$ cat src/rtl/gregorian_date_arithmetic_core_macros.svh
// Assertion helpers for the date core.
// Each macro expands to a labelled concurrent assertion in simulation and to
// nothing when SYNTH is defined.
`ifndef GREGORIAN_DATE_ARITHMETIC_CORE_MACROS_SVH
`define GREGORIAN_DATE_ARITHMETIC_CORE_MACROS_SVH

`ifndef SYNTH
`define GDA_ASSERT_NOW(lbl, clk, rst_n, ante, cons) \
    lbl: assert property (@(posedge clk) disable iff (!rst_n) (ante) |-> (cons)) \
        else $error("date core check failed");
`define GDA_ASSERT_NEXT(lbl, clk, rst_n, ante, cons) \
    lbl: assert property (@(posedge clk) disable iff (!rst_n) (ante) |=> (cons)) \
        else $error("date core sequence check failed");
`else
`define GDA_ASSERT_NOW(lbl, clk, rst_n, ante, cons)
`define GDA_ASSERT_NEXT(lbl, clk, rst_n, ante, cons)
`endif

`endif

$ cat src/rtl/gda_pkg.sv
`default_nettype none

package gda_pkg;

    localparam logic [13:0] MAX_YEAR = 14'd9999;

    // Serial day number of January 1 of the year after the last legal one
    localparam int SERIAL_END_INT = 365 * (int'(MAX_YEAR) + 1) + (int'(MAX_YEAR) + 4) / 4
                                    - (int'(MAX_YEAR) + 100) / 100
                                    + (int'(MAX_YEAR) + 400) / 400;
    localparam logic [22:0] SERIAL_END = 23'(SERIAL_END_INT);

    // floor(x / 100) = (x * 5243) >> 19 for x below 43690
    localparam logic [12:0] DIV100_RECIP = 13'd5243;
    // Slightly low estimate of 400 / 146097 scaled by 2^24
    localparam logic [15:0] YEAR_RECIP   = 16'd45934;

    localparam logic signed [23:0] DIFF_MAX = 24'sd4194303;
    localparam logic signed [23:0] DIFF_MIN = -24'sd4194304;

    localparam logic [1:0] ACT_LOAD    = 2'd0;
    localparam logic [1:0] ACT_OFFSET  = 2'd1;
    localparam logic [1:0] ACT_COMPARE = 2'd2;

    typedef enum logic [1:0] {
        ST_OK      = 2'd0,
        ST_INVALID = 2'd1,
        ST_RANGE   = 2'd2
    } status_t;

    typedef enum logic [1:0] {
        YSEL_CUR  = 2'd0,
        YSEL_GIV  = 2'd1,
        YSEL_YY   = 2'd2,
        YSEL_YY1  = 2'd3
    } ysel_t;

    typedef enum logic [3:0] {
        S_IDLE,
        S_CUR_REQ,
        S_CUR_WAIT,
        S_GIV_REQ,
        S_GIV_WAIT,
        S_CMP,
        S_OFF_ADD,
        S_EST,
        S_LO_REQ,
        S_LO_WAIT,
        S_HI_REQ,
        S_HI_WAIT,
        S_FIN_REQ,
        S_FIN_WAIT,
        S_MON,
        S_OUT
    } state_t;

    typedef struct packed {
        logic  capture;
        logic  yu_start;
        ysel_t yu_sel;
        logic  ld_ser_cur;
        logic  commit_load;
        logic  ld_giv;
        logic  set_invalid;
        logic  ld_cmp;
        logic  ld_sum;
        logic  set_range;
        logic  ld_est;
        logic  yy_dec;
        logic  yy_inc;
        logic  ld_rem;
        logic  mm_inc;
        logic  commit_offset;
        logic  out_load;
    } cmd_t;

    typedef struct packed {
        logic yu_done;
        logic giv_ok;
        logic out_of_range;
        logic below_start;
        logic beyond_next;
        logic month_step;
        logic out_free;
    } stat_t;

    // Days in the year before the first of month m
    function automatic logic [8:0] month_offset(input logic [3:0] m, input logic leap);
        logic [8:0] base;
        unique case (m)
            4'd1:    base = 9'd0;
            4'd2:    base = 9'd31;
            4'd3:    base = 9'd59;
            4'd4:    base = 9'd90;
            4'd5:    base = 9'd120;
            4'd6:    base = 9'd151;
            4'd7:    base = 9'd181;
            4'd8:    base = 9'd212;
            4'd9:    base = 9'd243;
            4'd10:   base = 9'd273;
            4'd11:   base = 9'd304;
            4'd12:   base = 9'd334;
            default: base = 9'd0;
        endcase
        return base + 9'((leap && (m > 4'd2)) ? 1 : 0);
    endfunction

    function automatic logic [4:0] month_days(input logic [3:0] m, input logic leap);
        logic [4:0] n;
        unique case (m)
            4'd1, 4'd3, 4'd5, 4'd7, 4'd8, 4'd10, 4'd12: n = 5'd31;
            4'd4, 4'd6, 4'd9, 4'd11:                   n = 5'd30;
            4'd2:                                      n = leap ? 5'd29 : 5'd28;
            default:                                   n = 5'd0;
        endcase
        return n;
    endfunction

endpackage

`default_nettype wire

$ cat src/rtl/gda_year_unit.sv
`default_nettype none

// Three-stage pipeline: serial of January 1 and leap flag of one year
module gda_year_unit
(
    input  wire logic        clk,
    input  wire logic        rst_n,
    input  wire logic        start,
    input  wire logic [14:0] arg,
    output logic             done,
    output logic [22:0]      year_start,
    output logic             leap
);
    import gda_pkg::*;

    logic [14:0] arg_reg;
    logic        v1_reg;
    logic [14:0] arg2_reg;
    logic [8:0]  q_reg;
    logic [22:0] y365_reg;
    logic        v2_reg;
    logic [22:0] ys_reg;
    logic        leap_reg;
    logic        done_reg;

    logic [27:0] q_prod;
    logic [22:0] y365_next;
    logic [14:0] hundred_q;
    logic [14:0] r_wide;
    logic [6:0]  r;
    logic [12:0] ceil4;
    logic [8:0]  ceil100;
    logic [7:0]  ceil400;
    logic [22:0] ys_next;
    logic        leap_next;

    assign q_prod    = 28'(arg_reg) * 28'(DIV100_RECIP);
    assign y365_next = 23'(arg_reg) * 23'd365;

    assign hundred_q = 15'(q_reg) * 15'd100;
    assign r_wide    = arg2_reg - hundred_q;
    assign r         = r_wide[6:0];
    assign ceil4     = 13'(arg2_reg >> 2) + 13'((arg2_reg[1:0] != 2'b00) ? 1 : 0);
    assign ceil100   = q_reg + 9'((r != 7'd0) ? 1 : 0);
    assign ceil400   = 8'(q_reg >> 2) + 8'(((q_reg[1:0] != 2'b00) || (r != 7'd0)) ? 1 : 0);
    assign ys_next   = y365_reg + 23'(ceil4) + 23'(ceil400) - 23'(ceil100);
    assign leap_next = ((arg2_reg[1:0] == 2'b00) && (r != 7'd0))
                     || ((r == 7'd0) && (q_reg[1:0] == 2'b00));

    always_ff @(posedge clk or negedge rst_n)
    begin
        if (!rst_n)
        begin
            v1_reg   <= 1'b0;
            v2_reg   <= 1'b0;
            done_reg <= 1'b0;
        end
        else
        begin
            v1_reg   <= start;
            v2_reg   <= v1_reg;
            done_reg <= v2_reg;
        end
    end

    always_ff @(posedge clk)
    begin
        if (start)
        begin
            arg_reg <= arg;
        end
        arg2_reg <= arg_reg;
        q_reg    <= q_prod[27:19];
        y365_reg <= y365_next;
        ys_reg   <= ys_next;
        leap_reg <= leap_next;
    end

    assign done       = done_reg;
    assign year_start = ys_reg;
    assign leap       = leap_reg;

endmodule

`default_nettype wire

$ cat src/rtl/gda_datapath.sv
`default_nettype none

module gda_datapath
(
    input  wire logic                clk,
    input  wire logic                rst_n,
    input  wire gda_pkg::cmd_t       cmd,
    output gda_pkg::stat_t           stat,
    input  wire logic signed [20:0]  offset_days,
    input  wire logic [13:0]         other_year,
    input  wire logic [3:0]          other_month,
    input  wire logic [4:0]          other_day,
    input  wire logic                out_stall,
    output logic                     out_valid,
    output logic [13:0]              cur_year,
    output logic [3:0]               cur_month,
    output logic [4:0]               cur_day,
    output logic signed [22:0]       day_difference,
    output logic                     is_less,
    output logic                     is_equal,
    output logic                     is_greater,
    output logic [1:0]               status
);
    import gda_pkg::*;

    // stored date
    logic [13:0] year_reg;
    logic [3:0]  month_reg;
    logic [4:0]  day_reg;

    // captured beat
    logic signed [20:0] off_reg;
    logic [13:0]        gy_reg;
    logic [3:0]         gm_reg;
    logic [4:0]         gd_reg;

    logic [22:0]        ser_cur_reg;
    logic [22:0]        ser_giv_reg;
    logic signed [23:0] sum_reg;
    logic [14:0]        yy_reg;
    logic [8:0]         rem_reg;
    logic [3:0]         mm_reg;
    logic               fin_leap_reg;

    status_t            res_status_reg;
    logic signed [22:0] res_diff_reg;
    logic               res_lt_reg;
    logic               res_eq_reg;
    logic               res_gt_reg;

    logic               out_valid_reg;
    logic [13:0]        out_year_reg;
    logic [3:0]         out_month_reg;
    logic [4:0]         out_day_reg;
    logic signed [22:0] out_diff_reg;
    logic               out_lt_reg;
    logic               out_eq_reg;
    logic               out_gt_reg;
    status_t            out_status_reg;

    logic [14:0]        yu_arg;
    logic               yu_done;
    logic [22:0]        yu_ys;
    logic               yu_leap;

    logic [22:0]        ser_cur_next;
    logic [22:0]        ser_giv_next;
    logic signed [23:0] sum_next;
    logic signed [23:0] diff_full;
    logic signed [22:0] diff_sat;
    logic [38:0]        est_prod;
    logic [22:0]        rem_wide;
    logic [8:0]         day_wide;

    always_comb
    begin
        case (cmd.yu_sel)
            YSEL_CUR: yu_arg = {1'b0, year_reg};
            YSEL_GIV: yu_arg = {1'b0, gy_reg};
            YSEL_YY:  yu_arg = yy_reg;
            default:  yu_arg = yy_reg + 15'd1;
        endcase
    end

    gda_year_unit u_year
    (
        .clk        (clk),
        .rst_n      (rst_n),
        .start      (cmd.yu_start),
        .arg        (yu_arg),
        .done       (yu_done),
        .year_start (yu_ys),
        .leap       (yu_leap)
    );

    assign ser_cur_next = yu_ys + 23'(month_offset(month_reg, yu_leap)) + 23'(day_reg) - 23'd1;
    assign ser_giv_next = yu_ys + 23'(month_offset(gm_reg, yu_leap)) + 23'(gd_reg) - 23'd1;

    assign sum_next  = $signed({1'b0, ser_cur_reg}) + $signed({{3{off_reg[20]}}, off_reg});
    assign diff_full = $signed({1'b0, ser_cur_reg}) - $signed({1'b0, ser_giv_reg});

    always_comb
    begin
        if (diff_full > DIFF_MAX)
        begin
            diff_sat = DIFF_MAX[22:0];
        end
        else if (diff_full < DIFF_MIN)
        begin
            diff_sat = DIFF_MIN[22:0];
        end
        else
        begin
            diff_sat = diff_full[22:0];
        end
    end

    assign est_prod = 39'(sum_reg[22:0]) * 39'(YEAR_RECIP);
    assign rem_wide = sum_reg[22:0] - yu_ys;
    assign day_wide = rem_reg - month_offset(mm_reg, fin_leap_reg) + 9'd1;

    assign stat.yu_done      = yu_done;
    assign stat.giv_ok       = (gy_reg <= MAX_YEAR) && (gd_reg != 5'd0)
                             && (gd_reg <= month_days(gm_reg, yu_leap));
    assign stat.out_of_range = sum_reg[23] || (sum_reg[22:0] >= SERIAL_END);
    assign stat.below_start  = (yy_reg != 15'd0) && (sum_reg[22:0] < yu_ys);
    assign stat.beyond_next  = sum_reg[22:0] >= yu_ys;
    assign stat.month_step   = (mm_reg < 4'd12)
                             && (rem_reg >= month_offset(mm_reg + 4'd1, fin_leap_reg));
    assign stat.out_free     = !out_valid_reg || !out_stall;

    always_ff @(posedge clk or negedge rst_n)
    begin
        if (!rst_n)
        begin
            year_reg      <= 14'd0;
            month_reg     <= 4'd1;
            day_reg       <= 5'd1;
            out_valid_reg <= 1'b0;
        end
        else
        begin
            if (cmd.commit_load)
            begin
                year_reg  <= gy_reg;
                month_reg <= gm_reg;
                day_reg   <= gd_reg;
            end
            else if (cmd.commit_offset)
            begin
                year_reg  <= yy_reg[13:0];
                month_reg <= mm_reg;
                day_reg   <= day_wide[4:0];
            end

            if (cmd.out_load)
            begin
                out_valid_reg <= 1'b1;
            end
            else if (!out_stall)
            begin
                out_valid_reg <= 1'b0;
            end
        end
    end

    always_ff @(posedge clk)
    begin
        if (cmd.capture)
        begin
            off_reg        <= offset_days;
            gy_reg         <= other_year;
            gm_reg         <= other_month;
            gd_reg         <= other_day;
            res_status_reg <= ST_OK;
            res_diff_reg   <= 23'sd0;
            res_lt_reg     <= 1'b0;
            res_eq_reg     <= 1'b0;
            res_gt_reg     <= 1'b0;
        end
        if (cmd.set_invalid)
        begin
            res_status_reg <= ST_INVALID;
        end
        if (cmd.set_range)
        begin
            res_status_reg <= ST_RANGE;
        end
        if (cmd.ld_cmp)
        begin
            res_diff_reg <= diff_sat;
            res_lt_reg   <= diff_full[23];
            res_eq_reg   <= diff_full == 24'sd0;
            res_gt_reg   <= !diff_full[23] && (diff_full != 24'sd0);
        end
        if (cmd.ld_ser_cur)
        begin
            ser_cur_reg <= ser_cur_next;
        end
        if (cmd.ld_giv)
        begin
            ser_giv_reg <= ser_giv_next;
        end
        if (cmd.ld_sum)
        begin
            sum_reg <= sum_next;
        end
        if (cmd.ld_est)
        begin
            yy_reg <= est_prod[38:24];
        end
        else if (cmd.yy_dec)
        begin
            yy_reg <= yy_reg - 15'd1;
        end
        else if (cmd.yy_inc)
        begin
            yy_reg <= yy_reg + 15'd1;
        end
        if (cmd.ld_rem)
        begin
            rem_reg      <= rem_wide[8:0];
            mm_reg       <= 4'd1;
            fin_leap_reg <= yu_leap;
        end
        else if (cmd.mm_inc)
        begin
            mm_reg <= mm_reg + 4'd1;
        end
        if (cmd.out_load)
        begin
            out_year_reg   <= year_reg;
            out_month_reg  <= month_reg;
            out_day_reg    <= day_reg;
            out_diff_reg   <= res_diff_reg;
            out_lt_reg     <= res_lt_reg;
            out_eq_reg     <= res_eq_reg;
            out_gt_reg     <= res_gt_reg;
            out_status_reg <= res_status_reg;
        end
    end

    assign out_valid      = out_valid_reg;
    assign cur_year       = out_year_reg;
    assign cur_month      = out_month_reg;
    assign cur_day        = out_day_reg;
    assign day_difference = out_diff_reg;
    assign is_less        = out_lt_reg;
    assign is_equal       = out_eq_reg;
    assign is_greater     = out_gt_reg;
    assign status         = out_status_reg;

endmodule

`default_nettype wire

$ cat src/rtl/gda_ctrl.sv
`default_nettype none

module gda_ctrl
(
    input  wire logic           clk,
    input  wire logic           rst_n,
    input  wire logic           in_valid,
    output logic                in_stall,
    input  wire logic [1:0]     action,
    input  wire gda_pkg::stat_t stat,
    output gda_pkg::cmd_t       cmd
);
    import gda_pkg::*;

    state_t     state_reg;
    state_t     state_next;
    logic [1:0] act_reg;
    logic [1:0] act_next;

    always_ff @(posedge clk or negedge rst_n)
    begin
        if (!rst_n)
        begin
            state_reg <= S_IDLE;
            act_reg   <= ACT_LOAD;
        end
        else
        begin
            state_reg <= state_next;
            act_reg   <= act_next;
        end
    end

    always_comb
    begin
        state_next = state_reg;
        act_next   = act_reg;
        unique case (state_reg)
            S_IDLE:
            begin
                if (in_valid)
                begin
                    act_next = action;
                    unique case (action) inside
                        ACT_LOAD:                state_next = S_GIV_REQ;
                        ACT_OFFSET, ACT_COMPARE: state_next = S_CUR_REQ;
                        default:                 state_next = S_OUT;
                    endcase
                end
            end
            S_CUR_REQ:  state_next = S_CUR_WAIT;
            S_CUR_WAIT:
            begin
                if (stat.yu_done)
                begin
                    state_next = (act_reg == ACT_OFFSET) ? S_OFF_ADD : S_GIV_REQ;
                end
            end
            S_GIV_REQ:  state_next = S_GIV_WAIT;
            S_GIV_WAIT:
            begin
                if (stat.yu_done)
                begin
                    if (stat.giv_ok && (act_reg == ACT_COMPARE))
                    begin
                        state_next = S_CMP;
                    end
                    else
                    begin
                        state_next = S_OUT;
                    end
                end
            end
            S_CMP:      state_next = S_OUT;
            S_OFF_ADD:  state_next = S_EST;
            S_EST:      state_next = stat.out_of_range ? S_OUT : S_LO_REQ;
            S_LO_REQ:   state_next = S_LO_WAIT;
            S_LO_WAIT:
            begin
                if (stat.yu_done)
                begin
                    state_next = stat.below_start ? S_LO_REQ : S_HI_REQ;
                end
            end
            S_HI_REQ:   state_next = S_HI_WAIT;
            S_HI_WAIT:
            begin
                if (stat.yu_done)
                begin
                    state_next = stat.beyond_next ? S_HI_REQ : S_FIN_REQ;
                end
            end
            S_FIN_REQ:  state_next = S_FIN_WAIT;
            S_FIN_WAIT:
            begin
                if (stat.yu_done)
                begin
                    state_next = S_MON;
                end
            end
            S_MON:
            begin
                if (!stat.month_step)
                begin
                    state_next = S_OUT;
                end
            end
            S_OUT:
            begin
                if (stat.out_free)
                begin
                    state_next = S_IDLE;
                end
            end
            default:    state_next = S_IDLE;
        endcase
    end

    always_comb
    begin
        cmd      = '0;
        in_stall = 1'b1;
        unique case (state_reg)
            S_IDLE:
            begin
                in_stall    = 1'b0;
                cmd.capture = in_valid;
            end
            S_CUR_REQ:
            begin
                cmd.yu_start = 1'b1;
                cmd.yu_sel   = YSEL_CUR;
            end
            S_CUR_WAIT:
            begin
                cmd.ld_ser_cur = stat.yu_done;
            end
            S_GIV_REQ:
            begin
                cmd.yu_start = 1'b1;
                cmd.yu_sel   = YSEL_GIV;
            end
            S_GIV_WAIT:
            begin
                if (stat.yu_done)
                begin
                    cmd.set_invalid = !stat.giv_ok;
                    cmd.commit_load = stat.giv_ok && (act_reg == ACT_LOAD);
                    cmd.ld_giv      = stat.giv_ok;
                end
            end
            S_CMP:
            begin
                cmd.ld_cmp = 1'b1;
            end
            S_OFF_ADD:
            begin
                cmd.ld_sum = 1'b1;
            end
            S_EST:
            begin
                cmd.set_range = stat.out_of_range;
                cmd.ld_est    = !stat.out_of_range;
            end
            S_LO_REQ:
            begin
                cmd.yu_start = 1'b1;
                cmd.yu_sel   = YSEL_YY;
            end
            S_LO_WAIT:
            begin
                cmd.yy_dec = stat.yu_done && stat.below_start;
            end
            S_HI_REQ:
            begin
                cmd.yu_start = 1'b1;
                cmd.yu_sel   = YSEL_YY1;
            end
            S_HI_WAIT:
            begin
                cmd.yy_inc = stat.yu_done && stat.beyond_next;
            end
            S_FIN_REQ:
            begin
                cmd.yu_start = 1'b1;
                cmd.yu_sel   = YSEL_YY;
            end
            S_FIN_WAIT:
            begin
                cmd.ld_rem = stat.yu_done;
            end
            S_MON:
            begin
                cmd.mm_inc        = stat.month_step;
                cmd.commit_offset = !stat.month_step;
            end
            S_OUT:
            begin
                cmd.out_load = stat.out_free;
            end
            default:
            begin
                cmd = '0;
            end
        endcase
    end

endmodule

`default_nettype wire

$ cat src/rtl/gregorian_date_arithmetic_core.sv
// Channel  Handshake             Beat contents
// in       in_valid / in_stall   action, offset_days, other_year, other_month, other_day
// out      out_valid / out_stall cur_year, cur_month, cur_day, day_difference,
//                                is_less, is_equal, is_greater, status
//
// One beat at a time. The spare action goes straight to the result; a load runs one
// year pipeline pass on the given date; a compare runs one on the stored date and one on
// the given date; an offset runs one on the stored date, then, if in range, passes that
// find the year, one more that gives its start, and a month walk of one month per cycle.
// rst_n clears the stored date to 0000-01-01 and empties the output register.
// A stalled result holds in the output register; the next beat is taken meanwhile.
`default_nettype none

`include "gregorian_date_arithmetic_core_macros.svh"

module gregorian_date_arithmetic_core
(
    input  wire logic               clk,
    input  wire logic               rst_n,
    input  wire logic               in_valid,
    output logic                    in_stall,
    input  wire logic [1:0]         action,
    input  wire logic signed [20:0] offset_days,
    input  wire logic [13:0]        other_year,
    input  wire logic [3:0]         other_month,
    input  wire logic [4:0]         other_day,
    output logic                    out_valid,
    input  wire logic               out_stall,
    output logic [13:0]             cur_year,
    output logic [3:0]              cur_month,
    output logic [4:0]              cur_day,
    output logic signed [22:0]      day_difference,
    output logic                    is_less,
    output logic                    is_equal,
    output logic                    is_greater,
    output logic [1:0]              status
);
    import gda_pkg::*;

    cmd_t  cmd;
    stat_t stat;

    gda_ctrl u_ctrl
    (
        .clk      (clk),
        .rst_n    (rst_n),
        .in_valid (in_valid),
        .in_stall (in_stall),
        .action   (action),
        .stat     (stat),
        .cmd      (cmd)
    );

    gda_datapath u_dp
    (
        .clk            (clk),
        .rst_n          (rst_n),
        .cmd            (cmd),
        .stat           (stat),
        .offset_days    (offset_days),
        .other_year     (other_year),
        .other_month    (other_month),
        .other_day      (other_day),
        .out_stall      (out_stall),
        .out_valid      (out_valid),
        .cur_year       (cur_year),
        .cur_month      (cur_month),
        .cur_day        (cur_day),
        .day_difference (day_difference),
        .is_less        (is_less),
        .is_equal       (is_equal),
        .is_greater     (is_greater),
        .status         (status)
    );

    // busy right after taking a beat
    `GDA_ASSERT_NEXT(a_busy_after_accept, clk, rst_n, in_valid && !in_stall, in_stall)
    // stored date shown on the output is always a legal one
    `GDA_ASSERT_NOW(a_date_legal, clk, rst_n, out_valid,
        (cur_month >= 4'd1) && (cur_month <= 4'd12) && (cur_day != 5'd0))
    // at most one ordering flag, and only on a good compare
    `GDA_ASSERT_NOW(a_flags_consistent, clk, rst_n, out_valid,
        ($countones({is_less, is_equal, is_greater}) <= 1)
        && (!(is_less || is_equal || is_greater) || (status == ST_OK)))
    // year pipeline is never restarted while a pass is starting
    `GDA_ASSERT_NEXT(a_single_start, clk, rst_n, cmd.yu_start, !cmd.yu_start)

endmodule

`default_nettype wire
$ cat config.mk
export PLATFORM = sky130hd
export DESIGN_NAME = gregorian_date_arithmetic_core
export DESIGN_NICKNAME = d
export VERILOG_FILES = /design/src/rtl/gda_pkg.sv /design/src/rtl/gda_year_unit.sv /design/src/rtl/gda_datapath.sv /design/src/rtl/gda_ctrl.sv /design/src/rtl/gregorian_date_arithmetic_core.sv
export VERILOG_INCLUDE_DIRS = /design/src /design/src/rtl
export SDC_FILE = /design/constraint.sdc
export NUM_CORES = 2
export LEC_CHECK = 0
export BUFFER_PORTS_ARGS = -buffer_cell sky130_fd_sc_hd__buf_4
export CAP_MARGIN = 20
export CORE_MARGIN = 3
export CORE_UTILIZATION = 40
export CTS_CLUSTER_SIZE = 10
export DETAILED_ROUTE_END_ITERATION = 6
export SETUP_SLACK_MARGIN = 0.4
export SLEW_MARGIN = 25
export SYNTH_ARGS = -nofsm -noshare
export SYNTH_HDL_FRONTEND = slang
export SYNTH_SLANG_ARGS = --single-unit
$ cat constraint.sdc
create_clock -name clk -period 7.5 [get_ports clk]
set_clock_uncertainty 0.1 [all_clocks]
set_input_delay 1.125 -clock clk [delete_from_list [all_inputs] [get_ports clk]]
set_output_delay 1.125 -clock clk [all_outputs]
set_load 0.03 [all_outputs]
# After elaboration in Yosys (flattened, before gate mapping)
# Memories as Yosys holds them, arrays and structs flattened. A register that Yosys moved wholly into a read port is not among the register bits.
# Cells that the tools add are included.
# W data, S select, Z words.
# classes
add_sub_neg	25
n_mul	4
eq_ne	42
n_lt_le_gt_ge	13
n_mux	63
n_reduce_logical	49
# op_table
op	count
$mux W23	4
$pmux W4 S16	1
$mux W4	14
$eq A4 B4 Y1 const B	13
$add A23 B5 Y23	2
$add A23 B9 Y23	2
$sub A23 B1 Y23 const B	2
$mux W15	3
$pmux W15 S3	1
$mul A23 B15 Y38 const B	1
$eq A4 B3 Y1 const B	8
$mul A15 B13 Y28 const B	1
$mux W14	2
$add A9 B9 Y9	3
$add A24 B21 Y24	1
$gt A24 B23 Y1 const B	1
$logic_not A24 Y1	1
$lt A24 B23 Y1 const B	1
$reduce_bool A24 Y1	1
$sub A23 B23 Y24	1
$add A23 B13 Y23	1
$add A23 B8 Y23	1
$ge A23 B22 Y1 const B	1
$ge A23 B23 Y1	1
49 further kinds	129
# word_totals
regBits	341
mem_bits_ro	576
out_inout_bits	53
memories	4
# mem_list
name	depth	width	read_ports	rd_clocked_by_memory_dff	write_ports	line	text
(no name shown)	16	9	1	0	0	gda_pkg.sv:90	unique case (m)
(no name shown)	16	9	1	1	0	gda_pkg.sv:90	
(no name shown)	16	9	1	1	0	gda_pkg.sv:90	
(no name shown)	16	9	1	0	0	gda_pkg.sv:90	

# Logic depth before layout (Yosys ltp)
# logic_depth
word_depth	11
mapped_depth	26

# Modules after synthesis
# A second synthesis with hierarchy kept.
# unflattened
cells_unflattened	3464
hier_area_um2	34875.9
# by_module_without_submodules
mod	instances	cells_per_inst	area_each_um2	seq_area_each_um2
gda_datapath	1	2372	24228.2	7489.7
gda_year_unit	1	994	9922.0	1906.8
gda_ctrl	1	98	725.7	150.1

# Worst setup path before layout
# Ideal clock, no wire load.
# synth_timing
kind	register to register
startpoint	register u_dp.sum_reg[14]
endpoint	register u_dp.yy_reg[14] (data pin)
arrival_time_ps	5968
setup_slack_ps	1158
path_stages_with_launch	21
path_cell_list	edfxtp_1 inv_1 fa_1 fa_1 fa_1 inv_1 fa_1 inv_1 fa_1 inv_1 fa_1 ha_1 o21ai_0 o21ai_0 o211ai_1 nor4bb_1 nor3_1 o31ai_1 a31oi_1 a2111oi_0 a211oi_1
# synth_via
elab_chain_cells	6
elab_cells_between_ends	11
cone_classes	mul (1); order compare (2); mux (4); reduce/logical (4)
# synth_lines
element	line	text
from (decl)	gda_datapath.sv:39	logic signed [23:0] sum_reg;
from (signal assigned)	gda_datapath.sv:206	sum_reg <= sum_next;
branches (longest 5 deep; another with $mul A23 B15 Y38)	-	
$mux W15 (*)	gda_datapath.sv:208	if (cmd.ld_est)
to (signal assigned)	gda_datapath.sv:210	yy_reg <= est_prod[38:24];
to (signal assigned)	gda_datapath.sv:214	yy_reg <= yy_reg - 15'd1;
to (signal assigned)	gda_datapath.sv:218	yy_reg <= yy_reg + 15'd1;
to (decl)	gda_datapath.sv:40	logic [14:0] yy_reg;
# Every way passes the cells marked *.
# A chain may end at the register's enable or synchronous reset.

# Final worst setup path
# layout_timing
startpoint	register u_dp.sum_reg[12]
endpoint	register u_dp.yy_reg[14] (data pin)
# Same word-level chain as after synthesis.

==> impl_results.rst <==
.. list-table::
   :header-rows: 1

   * - Metric
     - Value
   * - Layout cells sized above 1
     - 0.0642
   * - Remaining antenna violation count after routing
     - 0
   * - Area taken by flip-flops and latches
     - 0.00955 mm2
   * - Most frequent cell after synthesis
     - sky130_fd_sc_hd__inv_1
   * - Pin count of the biggest net entering global routing
     - 52
   * - Post-synthesis net count
     - 4331
   * - Clock latency reported for the late side of the worst-skew pair
     - 0.59 ns
   * - Worst-case hold slack
     - 0.246 ns
   * - Per-cell routed wire length
     - 18.1 um
   * - Cell type with the highest occurrence count on the critical path
     - sky130_fd_sc_hd__fa_1
   * - Area occupied by multi-input gates
     - 0.0223 mm2
   * - Total global routing overflow
     - 0
   * - Critical Path Fanout Max
     - 7
   * - Worst setup path class
     - flip-flop to flip-flop
   * - Synth async-reset ratio
     - 0.0935
   * - Share of the synthesized area in the top cell type
     - 0.201
   * - Number of max-slew violations in the final report
     - 0
   * - Number of vias in the routed layout
     - 24078
   * - Net total in the final layout
     - 4456
   * - Num ports
     - 103
   * - Die Footprint
     - 0.0900 mm2
   * - Depth of the CTS H-tree
     - 2
   * - Overall Global Routing Usage
     - 0.194
   * - Vertical die dimension
     - 300 um
   * - TritonCTS Buffers
     - 44
   * - Final instance area
     - 0.0381 mm2
   * - Count of synthesis-stage warnings from yosys
     - 0
   * - Instance count of the mapped netlist
     - 3430
   * - CTS tree
     - done
   * - Die width
     - 300 um
   * - Number of flip-flops under the largest register name
     - 24
   * - Clock slew at reported path FFs
     - 0.06 ns
   * - Status
     - finished, final reports clean
   * - Number of iterations in the first detailed-routing pass
     - 5
   * - RePlAce Congestion
     - 0.899
   * - Via density
     - 5.09
   * - Core footprint
     - 0.0854 mm2
   * - Endpoint type of the worst setup path
     - flip-flop
   * - Combined area of all synthesized cells
     - 0.0346 mm2
   * - Max Clk Rate
     - 148 MHz
   * - Critical path cell sequence
     - inv_1 > fa_1 > inv_1 > fa_1 > inv_1 > fa_1 > fa_1 > fa_1 > inv_1 > fa_1 > ha_1 > a211oi_1 > o21ai_0 > o211ai_1 > nor4bb_2 > nor3_1 > buf_4 > o31ai_4 > a31oi_2 > a2111oi_1 > a211oi_1
   * - Final TNS setup
     - 0 ns
   * - Vias in the first global route
     - 24373
   * - Antenna violations before repair
     - 1
   * - Clock Tree Root
     - sky130_fd_sc_hd__clkbuf_16
   * - Required time at the worst-slack endpoint
     - 7.70 ns
   * - Number of enable-type register cells in the synthesized netlist
     - 231
   * - Transition at the pin with the smallest max-transition slack
     - 0.971 ns
   * - CTS sink count
     - 353
   * - Setup violators final
     - 0
   * - Final clock period utilization by the worst path
     - 0.900
   * - Max-cap check violation count
     - 0
   * - Arrival time worst endpoint
     - 6.95 ns
   * - Cell variety after synth
     - 80
   * - Slowest CP cell
     - sky130_fd_sc_hd__fa_1
   * - Number of DRC violations after detailed-routing iteration 0
     - 1301
   * - CTS max path bufs
     - 3
   * - Clock period minus worst slack
     - 6.75 ns
   * - Initial cell density of the core
     - 0.405
   * - Class of the tightest hold or removal check
     - flip-flop to flip-flop
   * - Most common library cells after synthesis
     - 681 x sky130_fd_sc_hd__inv_1, 550 x sky130_fd_sc_hd__ha_1, 301 x sky130_fd_sc_hd__fa_1
   * - Final hold violations
     - 0
   * - Crit path buf inv count
     - 5
   * - Number of storage elements in the synthesis netlist
     - 353
   * - Final Routed Wirelength
     - 85800 um
   * - Cell row count
     - 107
   * - Average footprint of a synthesized cell
     - 10.1 um2
   * - Dominant cell type by area after synthesis
     - sky130_fd_sc_hd__edfxtp_1
   * - Half-perimeter wire length after detailed placement
     - 71500 um
   * - Delay contributed by the slowest stage of the critical path
     - 0.55 ns
   * - Most frequently used flop master after synthesis
     - sky130_fd_sc_hd__edfxtp_1
   * - Max-Slew Margin vs Limit
     - 0.348
   * - Area growth from synthesis to final layout
     - 10.4%
   * - Part of the Yosys area used for sequential elements
     - 0.276
   * - Nature of the critical path startpoint
     - flip-flop
   * - # fillers
     - 8254
   * - Cell types with the largest area share after synthesis
     - sky130_fd_sc_hd__edfxtp_1 20%, sky130_fd_sc_hd__ha_1 20%, sky130_fd_sc_hd__fa_1 17%, sky130_fd_sc_hd__inv_1 7.4%, sky130_fd_sc_hd__dfxtp_1 5.2%
   * - Global-route wire length before repair
     - 136000 um
   * - Antenna diodes
     - 0
   * - Cell type group with the largest total delay on the critical path
     - adder cells
   * - # port buffers
     - 102
   * - Post-Place Cell Area
     - 0.0367 mm2
   * - Remaining DRCs
     - 0
   * - Unrepaired setup endpoints after global routing
     - yes
[placed cells by master, fill, tap and decap left out, types with 9 or more instances in the layout]
master                      instances
sky130_fd_sc_hd__and3_1            36
sky130_fd_sc_hd__or3_1             17
sky130_fd_sc_hd__nor2b_1           28
sky130_fd_sc_hd__nand3_1           65
sky130_fd_sc_hd__inv_1            680
sky130_fd_sc_hd__nor4_1             9
sky130_fd_sc_hd__o211ai_1          17
sky130_fd_sc_hd__clkbuf_16         44
sky130_fd_sc_hd__clkbuf_1          15
sky130_fd_sc_hd__a21o_1            69
sky130_fd_sc_hd__fa_1             301
sky130_fd_sc_hd__nor3b_1           10
sky130_fd_sc_hd__a21boi_0          12
sky130_fd_sc_hd__and2_1            16
sky130_fd_sc_hd__o31ai_1           17
sky130_fd_sc_hd__a211oi_1          20
sky130_fd_sc_hd__or2_2             13
sky130_fd_sc_hd__a21oi_1          156
sky130_fd_sc_hd__nor2_1           170
sky130_fd_sc_hd__o21ai_0          113
sky130_fd_sc_hd__o21bai_1          15
sky130_fd_sc_hd__xor2_1            75
sky130_fd_sc_hd__nand4_1           28
sky130_fd_sc_hd__mux2i_1           50
sky130_fd_sc_hd__a31oi_1           31
sky130_fd_sc_hd__nand2_1          133
sky130_fd_sc_hd__ha_1             550
sky130_fd_sc_hd__nand3b_1          12
sky130_fd_sc_hd__xnor2_1          124
sky130_fd_sc_hd__o21a_1            21
sky130_fd_sc_hd__edfxtp_1         231
sky130_fd_sc_hd__buf_4            135
sky130_fd_sc_hd__nand2b_1          30
sky130_fd_sc_hd__dfrtp_1           31
sky130_fd_sc_hd__dfxtp_1           89
sky130_fd_sc_hd__a22oi_1           10
sky130_fd_sc_hd__o22ai_1           14
sky130_fd_sc_hd__nor3_1            57
[metrics by stage]
step | util | instances | setup slack, ns
floorplan | - | 3430 | 1.16
global placement | 0.430 | 4638 | 0.354
detailed placement | 0.430 | 4638 | 0.301
CTS | 0.445 | 4714 | 0.473
global route | 0.447 | 4728 | 0.364
finish | 0.447 | 4728 | 0.747
[routing by layer]
| layer | track usage | vias up | wire length (um) | part of all wire |
|---|---|---|---|---|
| li1 | - | 11841 | - | - |
| met1 | 0.269 | 11588 | 39400 | 0.46 |
| met2 | 0.314 | 534 | 38900 | 0.45 |
| met3 | 0.0329 | 115 | 4940 | 0.058 |
| met4 | 0.0534 | 0 | 2490 | 0.029 |
| met5 | 0 | - | 0 | 0 |
[worst paths after layout]
check / end / cells after the start / from / slack [ns]
max: u_dp.yy_reg[14] / 21 / u_dp.sum_reg[12] / 0.75
min: u_dp.u_year.v2_reg / 0 / u_dp.u_year.v1_reg / 0.25
max reg2reg: u_dp.yy_reg[14] / 21 / u_dp.sum_reg[12] / 0.75
min reg2reg: u_dp.u_year.v2_reg / 0 / u_dp.u_year.v1_reg / 0.25
max in group asynchronous: u_dp.day_reg[0] / 1 / rst_n / 6.49
min in group asynchronous: u_dp.year_reg[1] / 1 / rst_n / 0.40
[cells by family after synthesis]
kind of cell	Yosys count	share of synthesized area
xor gates and xnor gates	199	0.0504
AOI/OAI and AO/OA	573	0.106
and+or+nand+nor	658	0.0956
muxes	59	0.0177
adders and majority gates	851	0.373
DFF	353	0.276
buffers and inverters	737	0.0809
[layout make-up]
type,count,share of cell area
multi-input cells,2340,0.584
clock inverters,13,0.00302
well taps,1144,0.0375
inverters,681,0.0670
flip-flops and latches,353,0.250
repair buffers,135,0.0266
clock buffers,62,0.0314
[what timing repair did]
| item | CTS | global route |
|---|---|---|
| buffers inserted | 1 | 14 |
| endpoints found under the setup margin | 1 | 5 |
| resized for setup | 2 | 6 |
| hold buffers | 0 | 0 |
| pin swaps | 0 | 1 |
Power is left out: the tool's default activity adds up to more than one toggle a clock period on the data nets, which glitch-free logic cannot reach.
